## src/pkfc_pkg.sv

```systemverilog
// shared types, constants and the crc-8 byte step for the key frame sender
package pkfc_pkg;

  localparam int unsigned TickW    = 17;
  localparam int unsigned PeriodW  = 16;
  localparam int unsigned KeyW     = 12;
  localparam int unsigned FrameLen = 5;
  localparam int unsigned IdxW     = $clog2(FrameLen);

  localparam logic [TickW-1:0]   TickMax      = '1;
  localparam logic [PeriodW-1:0] SendPeriodRst = 16'd100;
  localparam logic [7:0]         CrcPoly      = 8'h07;
  localparam logic [7:0]         CrcInit      = 8'h00;
  localparam logic [1:0]         KeyFixed     = 2'b01;

  typedef enum logic [1:0] {
    REG_START_BYTE  = 2'd0,
    REG_DEVICE_ID   = 2'd1,
    REG_SEND_PERIOD = 2'd2,
    REG_UNUSED      = 2'd3
  } reg_idx_t;

  typedef enum logic [IdxW-1:0] {
    POS_START = 3'd0,
    POS_DEV   = 3'd1,
    POS_KEY1  = 3'd2,
    POS_KEY2  = 3'd3,
    POS_CRC   = 3'd4
  } frame_pos_t;

  typedef struct packed {
    logic [7:0] start_byte;
    logic [7:0] device_id;
    logic [7:0] key_one;
    logic [7:0] key_two;
  } frame_t;

  // one byte through the msb-first crc-8, polynomial 0x07
  function automatic logic [7:0] crc8_byte(input logic [7:0] crc, input logic [7:0] b);
    logic [7:0] c;
    c = crc ^ b;
    for (int k = 0; k < 8; k++) begin
      c = c[7] ? ({c[6:0], 1'b0} ^ CrcPoly) : {c[6:0], 1'b0};
    end
    return c;
  endfunction

endpackage

```

## src/pkfc_tick.sv

```systemverilog
// tick input register, saturating tick counter and frame assembly
module pkfc_tick import pkfc_pkg::*; (
  input  logic               clk,
  input  logic               rst_n,
  input  logic               in_tvalid,
  output logic               in_tready,
  input  logic [KeyW-1:0]    in_keys,
  input  logic [7:0]         start_byte,
  input  logic [7:0]         device_id,
  input  logic [PeriodW-1:0] send_period,
  output logic               ld_valid,
  input  logic               ld_ready,
  output frame_t             ld_frame
);

  logic              in_vld_r, in_vld_nxt;
  logic [KeyW-1:0]   keys_r;
  logic [TickW-1:0]  ticks_r, ticks_nxt, ticks_inc;
  logic              send, advance;

  assign ticks_inc = (ticks_r == TickMax) ? ticks_r : ticks_r + TickW'(1);
  assign send      = ticks_inc > {1'b0, send_period};
  assign advance   = in_vld_r && (!send || ld_ready);
  assign in_tready = !in_vld_r || advance;
  assign ld_valid  = in_vld_r && send;

  // keys_r: floor keys in [7:0], then up, down, mode, work
  assign ld_frame.start_byte = start_byte;
  assign ld_frame.device_id  = device_id;
  assign ld_frame.key_one    = {KeyFixed, keys_r[9], keys_r[8], keys_r[3:0]};
  assign ld_frame.key_two    = {KeyFixed, keys_r[11], keys_r[10], keys_r[7:4]};

  always_comb begin
    in_vld_nxt = in_vld_r;
    ticks_nxt  = ticks_r;
    if (advance) begin
      in_vld_nxt = 1'b0;
      ticks_nxt  = send ? '0 : ticks_inc;
    end
    if (in_tvalid && in_tready) begin
      in_vld_nxt = 1'b1;
    end
  end

  always_ff @(posedge clk) begin
    if (!rst_n) begin
      in_vld_r <= 1'b0;
      ticks_r  <= '0;
    end else begin
      in_vld_r <= in_vld_nxt;
      ticks_r  <= ticks_nxt;
    end
  end

  always_ff @(posedge clk) begin
    if (in_tvalid && in_tready) begin
      keys_r <= in_keys;
    end
  end

endmodule

```

## src/pkfc_ser.sv

```systemverilog
// frame serializer, one byte per beat, crc built as the bytes go out
module pkfc_ser import pkfc_pkg::*; (
  input  logic       clk,
  input  logic       rst_n,
  input  logic       ld_valid,
  output logic       ld_ready,
  input  frame_t     ld_frame,
  output logic       out_tvalid,
  input  logic       out_tready,
  output logic [7:0] out_byte,
  output logic       out_tlast
);

  frame_t     frame_r;
  frame_pos_t pos_r, pos_nxt;
  logic       busy_r, busy_nxt;
  logic [7:0] crc_r, crc_nxt;
  logic       beat, load;

  assign out_tvalid = busy_r;
  assign out_tlast  = (pos_r == POS_CRC);
  assign beat       = out_tvalid && out_tready;
  assign ld_ready   = !busy_r || (beat && out_tlast);
  assign load       = ld_valid && ld_ready;

  always_comb begin
    case (pos_r)
      POS_START: out_byte = frame_r.start_byte;
      POS_DEV:   out_byte = frame_r.device_id;
      POS_KEY1:  out_byte = frame_r.key_one;
      POS_KEY2:  out_byte = frame_r.key_two;
      default:   out_byte = crc_r;
    endcase
  end

  always_comb begin
    busy_nxt = busy_r;
    pos_nxt  = pos_r;
    crc_nxt  = crc_r;
    if (load) begin
      busy_nxt = 1'b1;
      pos_nxt  = POS_START;
      crc_nxt  = CrcInit;
    end else if (beat) begin
      if (out_tlast) begin
        busy_nxt = 1'b0;
      end else begin
        pos_nxt = frame_pos_t'(pos_r + IdxW'(1));
        crc_nxt = crc8_byte(crc_r, out_byte);
      end
    end
  end

  always_ff @(posedge clk) begin
    if (!rst_n) begin
      busy_r <= 1'b0;
      pos_r  <= POS_START;
    end else begin
      busy_r <= busy_nxt;
      pos_r  <= pos_nxt;
    end
  end

  always_ff @(posedge clk) begin
    crc_r <= crc_nxt;
    if (load) begin
      frame_r <= ld_frame;
    end
  end

  a_load_starts: assert property (@(posedge clk) disable iff (!rst_n)
    ld_valid && ld_ready |=> out_tvalid && pos_r == POS_START)
    else $error("frame load did not start at the first byte");

  a_frame_unbroken: assert property (@(posedge clk) disable iff (!rst_n)
    out_tvalid && out_tready && !out_tlast |=> out_tvalid)
    else $error("frame ended before its crc byte");

  a_idle_after_last: assert property (@(posedge clk) disable iff (!rst_n)
    out_tvalid && out_tready && out_tlast && !ld_valid |=> !out_tvalid)
    else $error("serializer stayed busy after the last byte");

endmodule

```

## src/periodic_key_frame_crc8_sender_unit.sv

```systemverilog
// top level: configuration registers, tick stage and frame serializer
// Takes one key-state tick per beat; a tick that leaves the count at or below
// send_period is absorbed with no output. A tick that pushes the count past
// send_period emits a five-byte frame (start byte, device id, two key bytes,
// crc-8 poly 0x07) on five output beats with out_tlast on the crc byte; the
// tick waits in the input register until the serializer loads the frame, so
// a following sending tick waits there until the previous frame's last byte is
// taken. Configuration writes are always ready and are taken one per cycle.
module periodic_key_frame_crc8_sender_unit import pkfc_pkg::*; (
  input  logic         clk,
  input  logic         rst_n,
  input  logic         in_tvalid,
  output logic         in_tready,
  input  logic [15:0]  in_tdata,   // floor_keys[7:0], key_up, key_down, key_mode, key_work
  output logic         out_tvalid,
  input  logic         out_tready,
  output logic [7:0]   out_tdata,  // frame_byte[7:0]
  output logic         out_tlast,  // frame_last
  input  logic         cfg_valid,
  output logic         cfg_ready,
  input  logic [1:0]   cfg_index,
  input  logic [15:0]  cfg_data
);

  logic [7:0]         start_byte_r;
  logic [7:0]         device_id_r;
  logic [PeriodW-1:0] send_period_r;
  logic               ld_valid, ld_ready;
  frame_t             ld_frame;

  assign cfg_ready = 1'b1;

  always_ff @(posedge clk) begin
    if (!rst_n) begin
      start_byte_r  <= '0;
      device_id_r   <= '0;
      send_period_r <= SendPeriodRst;
    end else if (cfg_valid && cfg_ready) begin
      case (reg_idx_t'(cfg_index))
        REG_START_BYTE:  start_byte_r  <= cfg_data[7:0];
        REG_DEVICE_ID:   device_id_r   <= cfg_data[7:0];
        REG_SEND_PERIOD: send_period_r <= cfg_data[PeriodW-1:0];
        default: ;
      endcase
    end
  end

  pkfc_tick u_tick (
    .clk         (clk),
    .rst_n       (rst_n),
    .in_tvalid   (in_tvalid),
    .in_tready   (in_tready),
    .in_keys     (in_tdata[KeyW-1:0]),
    .start_byte  (start_byte_r),
    .device_id   (device_id_r),
    .send_period (send_period_r),
    .ld_valid    (ld_valid),
    .ld_ready    (ld_ready),
    .ld_frame    (ld_frame)
  );

  pkfc_ser u_ser (
    .clk        (clk),
    .rst_n      (rst_n),
    .ld_valid   (ld_valid),
    .ld_ready   (ld_ready),
    .ld_frame   (ld_frame),
    .out_tvalid (out_tvalid),
    .out_tready (out_tready),
    .out_byte   (out_tdata),
    .out_tlast  (out_tlast)
  );

endmodule
```

## config.mk

```make
export PLATFORM = sky130hd
export DESIGN_NAME = periodic_key_frame_crc8_sender_unit
export DESIGN_NICKNAME = d
export VERILOG_FILES = /design/src/pkfc_pkg.sv /design/src/pkfc_tick.sv /design/src/pkfc_ser.sv /design/src/periodic_key_frame_crc8_sender_unit.sv
export SDC_FILE = /design/constraint.sdc
export NUM_CORES = 1
export LEC_CHECK = 0
export ABC_AREA = 1
export BUFFER_PORTS_ARGS = -buffer_cell sky130_fd_sc_hd__buf_2
export CORE_ASPECT_RATIO = 1.1
export CORE_MARGIN = 1
export CORE_UTILIZATION = 55
export CTS_CLUSTER_DIAMETER = 80
export CTS_CLUSTER_SIZE = 40
export DETAILED_ROUTE_END_ITERATION = 16
export PLACE_DENSITY = 0.74
export SYNTH_ARGS = -nofsm -noshare
export SYNTH_HDL_FRONTEND = slang
export SYNTH_HIERARCHICAL = 1
export SYNTH_SLANG_ARGS = --single-unit
```

## constraint.sdc

```tcl
create_clock -name clk -period 7.5 [get_ports clk]
set_clock_uncertainty 0.1 [all_clocks]
set_input_delay 1.5 -clock clk [delete_from_list [all_inputs] [get_ports clk]]
set_output_delay 1.5 -clock clk [all_outputs]
set_load 0.005 [all_outputs]
```

After elaboration in Yosys (flattened, before gate mapping):

Index checks and enable logic that the tools add are counted.

* mux-type cells: 16
* equal/unequal tests: 7
* bitwise logic cells: 11
* add/subtract/negate cells: 2
* reductions and logical operators: 23
* magnitude comparators: 1

Operator list (count)
* two-way mux 17 bit: 2
* one-hot mux 8 bit (4 select lines): 1
* two-way mux 3 bit: 8
* inverter 3 bit: 8
* adder 17 x 1 -> 17 bit, second input constant: 1
* == test 17 bit, second input constant: 1
* greater-than comparator 17 x 16 -> 1 bit: 1
* AND reduction 2 bit: 5
* bitwise XOR 8 bit: 1
* == test 3 x 2 -> 1 bit, second input constant: 2
* logical AND 1 bit: 6
* nonzero test 2 bit: 3
* two-way mux 1 bit: 5
* adder 3 x 1 -> 3 bit, second input constant: 1
* == test 3 x 1 -> 1 bit, second input constant: 1
* == test 3 bit, second input constant: 1
* logical NOT 1 bit: 3
* logical NOT 3 bit: 1
* logical OR 1 bit: 3
* == test 2 x 1 -> 1 bit, second input constant: 1
* == test 2 bit, second input constant: 1
* logical NOT 2 bit: 1
* inverter 1 bit: 2
* OR reduction 2 bit: 1

* register bits: 102
* logic and storage cells: 73
* input port bits: 39
* output and inout port bits: 12

Longest topological paths before layout:

* word-level depth: 19
* mapped depth: 24
* gate-level depth less buffers: 24

By module:

The synthesis kept the hierarchy.

Modules (own cells, without submodules)
* pkfc_ser: area each 2362.3 µm², times used 1, cells each 294
* pkfc_tick: area each 2240.9 µm², times used 1, cells each 288
* periodic_key_frame_crc8_sender_unit: area each 1341.3 µm², times used 1, cells each 203

Worst setup path before layout:

Ideal clock, no wire load.

* path kind: flip-flop to output port
* from: reg u_tick.ticks_r[0]
* to: out in_tready
* arrival time: 2.270 ns
* data required time: 5.900 ns
* path slack: 3.630 ns
* cell stages (with the launch flop): 21
* cells stage by stage: dfxtp_1 ha_1 nand2_2 nor2_4 nand2_4 nor2_2 nand2_2 buf_6 nand2_1 ha_1 nand2_1 inv_1 nand2_1 nand3_1 nand2_1 nand2_2 inv_2 nand2_4 nand2_4 nor2_2 nand2_1

* word-level cells in the longest chain between the ends: 7

Ends and longest elaborated chain
* start, declared: line pkfc_tick.sv:18 `logic [TickW-1:0] ticks_r, ticks_nxt, ticks_inc;`
* start signal, assigned: line pkfc_tick.sv:51 `ticks_r <= ticks_nxt;`
* adder 17 x 1 -> 17 bit / == test 17 bit (equally long branches): line pkfc_tick.sv:21 `assign ticks_inc = (ticks_r == TickMax) ? ticks_r : ticks_r + TickW'(1);`
* two-way mux 17 bit (*): line pkfc_tick.sv:21
* greater-than comparator 17 x 16 -> 1 bit (*): line pkfc_tick.sv:22 `assign send = ticks_inc > {1'b0, send_period};`
* logical NOT 1 bit (*): line pkfc_tick.sv:23 `assign advance = in_vld_r && (!send || ld_ready);`
* logical OR 1 bit (*): line pkfc_tick.sv:23
* logical AND 1 bit (*): line pkfc_tick.sv:23
* logical OR 1 bit (*): line pkfc_tick.sv:24 `assign in_tready = !in_vld_r || advance;`
* end, declared: line periodic_key_frame_crc8_sender_unit.sv:13 `output logic in_tready,`

Every way passes the cells marked *; elsewhere a longest branch is shown, timed or not.

Worst setup path in the final report:

* from: reg u_tick.ticks_r[1]
* to: out in_tready

The elaborated chain is that of the path after synthesis.

==> flow_metrics.py <==
metrics = {
    "worst_setup_path": {
        "path_class": "reg2out",
        "r2r_start": "u_tick/ticks_r[1]",
        "cp.required_ns": 5.90,
        "path_cells": "ha_1, nand2_2, nor2_4, nand2_4, nor2_2, nand2_2, nand2_1, o21ai_1, ha_1, nand2_1, nor2_1, nand2_1, nand3_1, nand2_1, nand2_1, nand2_1, nand2_4, nand2_4, nor2_2, nand2_1, buf_2",
        "critPathMostFrequentCell": "nand2_1",
        "regToRegEndpoint": "u_ser/frame_r[3]",
        "critPathLaunchType": "flip-flop",
        "rrSetupSlack_ns": 3.05,
        "slowest_delay_ns": 0.39,
        "reg2regPathDepth": 21,
        "crit_path_end_kind": "primary output",
        "worstPathMaxFanout": 17,
        "arrival_ns": 3.32,
        "cpMaxStageDelayCell": "dfxtp_1",
    },
    "pwr": {
        "total_power_mw": 1.25,
        "intPower_mw": 0.935,
        "comb_power_share": 0.103,
        "power_density_nw_per_um2": 196,
        "clockPowerShare": 0.386,
        "ir_drop_v": 0.000134,
        "swShare": 0.252,
        "leakage_nw": 3.00,
        "p_seq_frac": 0.511,
        "p_switching_mw": 0.316,
    },
    "synth": {
        "yosysUniqueCellTypes": 37,
        "synth-main-ff-cell": "dfxtp_1",
        "synth-seq-cells": 106,
        "synthesis.area_sq_um": 5940,
        "ys_async_sr_fraction": 0,
        "synth_edf_count": 44,
        "synth_cells": 785,
        "avgSynthCellArea_sq_um": 7.57,
        "ys_seq_area_frac": 0.431,
        "synth_warnings": 6,
    },
    "sta": {
        "worstMarginPinSlew_ns": 1.19,
        "relSlewSlack": 0.204,
        "timing.final.crit_period_ns": 4.92,
        "hold_violations": 0,
        "max_freq_ghz": 0.203,
        "rsz0062_at_grt": "no",
        "fin_tns_setup_ns": 0,
        "finalMaxSlewViolations": 0,
        "post-route-period-util": 0.656,
        "setup_viol": 0,
    },
    "route": {
        "routed_wl_um": 11600,
        "wl_per_cell_um": 12.2,
        "drc_errors": 0,
        "drt_iter0_drc": 162,
        "vias": 4693,
        "first_pass_iters": 4,
        "via_per_inst": 4.94,
        "ant_nets": 0,
    },
    "status": {
        "status": "finished clean",
    },
    "die": {
        "num_rows": 39,
        "die_h_um": 111,
        "die_area_sq_um": 11200,
        "ios": 51,
        "floorplan.initialDensity": 0.569,
        "core_area_sq_um": 10400,
        "die-width_um": 101,
    },
    "global_route": {
        "grt_pass1_wl_um": 19500,
        "grt_pass1_vias": 4366,
        "grt_max_degree": 36,
        "grt_overflow": 0,
        "grt_usage": 0.224,
        "antenna_found_initial": 0,
    },
    "run": {
        "cap_violations": 0,
    },
    "clock_network": {
        "cts_tree": "built",
        "ctsHoldBuffers": 0,
        "clock_latency_ns": 0.35,
        "cts_sinks": 106,
        "cts_buffers": 9,
        "cts-htree-levels": 3,
        "post_cts_buffers": 0,
        "clk_path_buf_depth": 2,
        "post_cts_resized": 0,
        "path_clk_slew_ns": 0.07,
        "root_buffer": "clkbuf_16",
    },
    "place": {
        "gp_congestion": 0.891,
        "portBuffers": 45,
        "hpwl_um": 8620,
    },
    "cells_and_area": {
        "nets": 863,
        "antenna_cells": 0,
        "synthToLayoutAreaGrowth_pct": 7.14,
        "fill_cells": 936,
        "drive_gt1_frac": 0.157,
    },
    "worst_hold_path": {
        "hold_path_class": "reg2reg",
        "holdPathEnd": "u_ser/frame_r[0]",
        "hp-start": "u_tick/keys_r[4]",
        "min_delay_path_depth": 0,
    },
}
registers in the layout, summed over array words and instances, names as in the netlist:
register and cells:
device_id_r 8, send_period_r 16, start_byte_r 8, u_ser/crc_r 8
u_ser/frame_r 32, u_ser/out_tvalid 1, u_ser/pos_r 3, u_tick/in_vld_r 1
u_tick/keys_r 12, u_tick/ticks_r 17
cells by family (layout without fill, tap and decap cells):
kind of cell,count (synthesis),count (layout),synth area share
AND/OR/NAND/NOR,436,436,0.330
buffers and inverters,151,171,0.119
flip-flops,106,106,0.431
AO/OA/AOI/OAI,55,55,0.0549
adder cells (fa/ha/maj),22,22,0.0463
XOR/XNOR,12,12,0.0177
other,3,5,0.00189
per-stage QoR:
stage	util	std cells	hold slack (ns)	area, sq um	worst slack (ns)
after CTS	0.610	950	0.322	6370	2.56
after floorplan	-	787	0.300	5950	3.63
after detailed placement	0.581	934	0.305	6060	2.96
after global placement	0.581	934	0.302	6060	3.06
final	0.610	950	0.320	6370	2.58
after global routing	0.610	950	0.330	6370	2.27
Yosys cell counts (6+ instances only):
cell type / number / area [sq um]
nand2_1: 227 / 852
inv_1: 102 / 383
nor2_1: 79 / 297
nand3_1: 66 / 330
dfxtp_1: 62 / 1240
edfxtp_1: 44 / 1320
a21oi_1: 24 / 120
buf_4: 24 / 180
nand2_2: 24 / 150
ha_1: 22 / 275
o21ai_0: 14 / 70.1
a21oi_2: 11 / 96.3
xor2_1: 10 / 87.6
nand3_2: 8 / 80.1
nand4_1: 8 / 50.1
inv_2: 7 / 26.3
buf_2: 6 / 30.0
nor2_2: 6 / 37.5
metal layers:
layer  global-route usage  up-vias  share of wire
li1                     -     2472              -
met1                0.255     2108           0.42
met2                0.401       90           0.52
met3               0.0397       23          0.036
met4                0.103        0          0.026
met5                    0        -              0
power by group through the flow:
stage / sequential, mW / clock, mW / combinational [mW]
floorplan: 0.646 / 0 / 0.109
global placement: 0.651 / 0 / 0.123
detailed placement: 0.652 / 0 / 0.128
CTS: 0.639 / 0.493 / 0.129
global route: 0.642 / 0.517 / 0.150
finish: 0.639 / 0.482 / 0.129
layout by cell type, fill, tap and decap left out, drive strengths merged:
cell / count
nand4: 8
edfxtp: 44
bufinv: 1
clkinv: 2
nand2: 256
nand3b: 2
nor3: 3
clkinvlp: 1
conb: 5
o21ai: 16
o21a: 2
nor2: 88
xor2: 10
a21oi: 35
or2: 2
buf: 45
clkbuf: 10
nand3: 75
o211ai: 1
dfxtp: 62
xnor2: 2
nor4: 2
inv: 112
o21bai: 1
ha: 22
critical path, delay by kind of cell (launching register included):
kind | cells | cell delay (ns)
and+or+nand+nor | 17 | 1.80
adders and majority gates | 2 | 0.54
DFF | 1 | 0.39
buffers and inverters | 1 | 0.14
AOI/OAI and AO/OA | 1 | 0.10
how the worst max path moves through the flow:
stage,startpoint,endpoint,slack [ns],cells past startpoint
5_1_grt,u_tick/ticks_r[1],in_tready,2.27,21
4_1_cts,u_tick/ticks_r[0],in_tready,2.56,21
3_5_place_dp,u_tick/ticks_r[0],in_tready,2.96,21
6_report,u_tick/ticks_r[1],in_tready,2.58,21
2_1_floorplan,u_tick/ticks_r[0],in_tready,3.63,20
3_3_place_gp,u_tick/ticks_r[0],in_tready,3.06,21
final cells by class:
cell class	instances	area, sq um	share of cell area
Clock buffer	10	229	0.0360
Clock inverter	6	75.1	0.0118
Inverter	110	413	0.0648
Multi-Input combinational cell	530	2690	0.422
Sequential cell	106	2560	0.402
Tap cell	143	179	0.0281
Timing Repair Buffer	45	225	0.0354
Power figures use the tool's default switching activity.
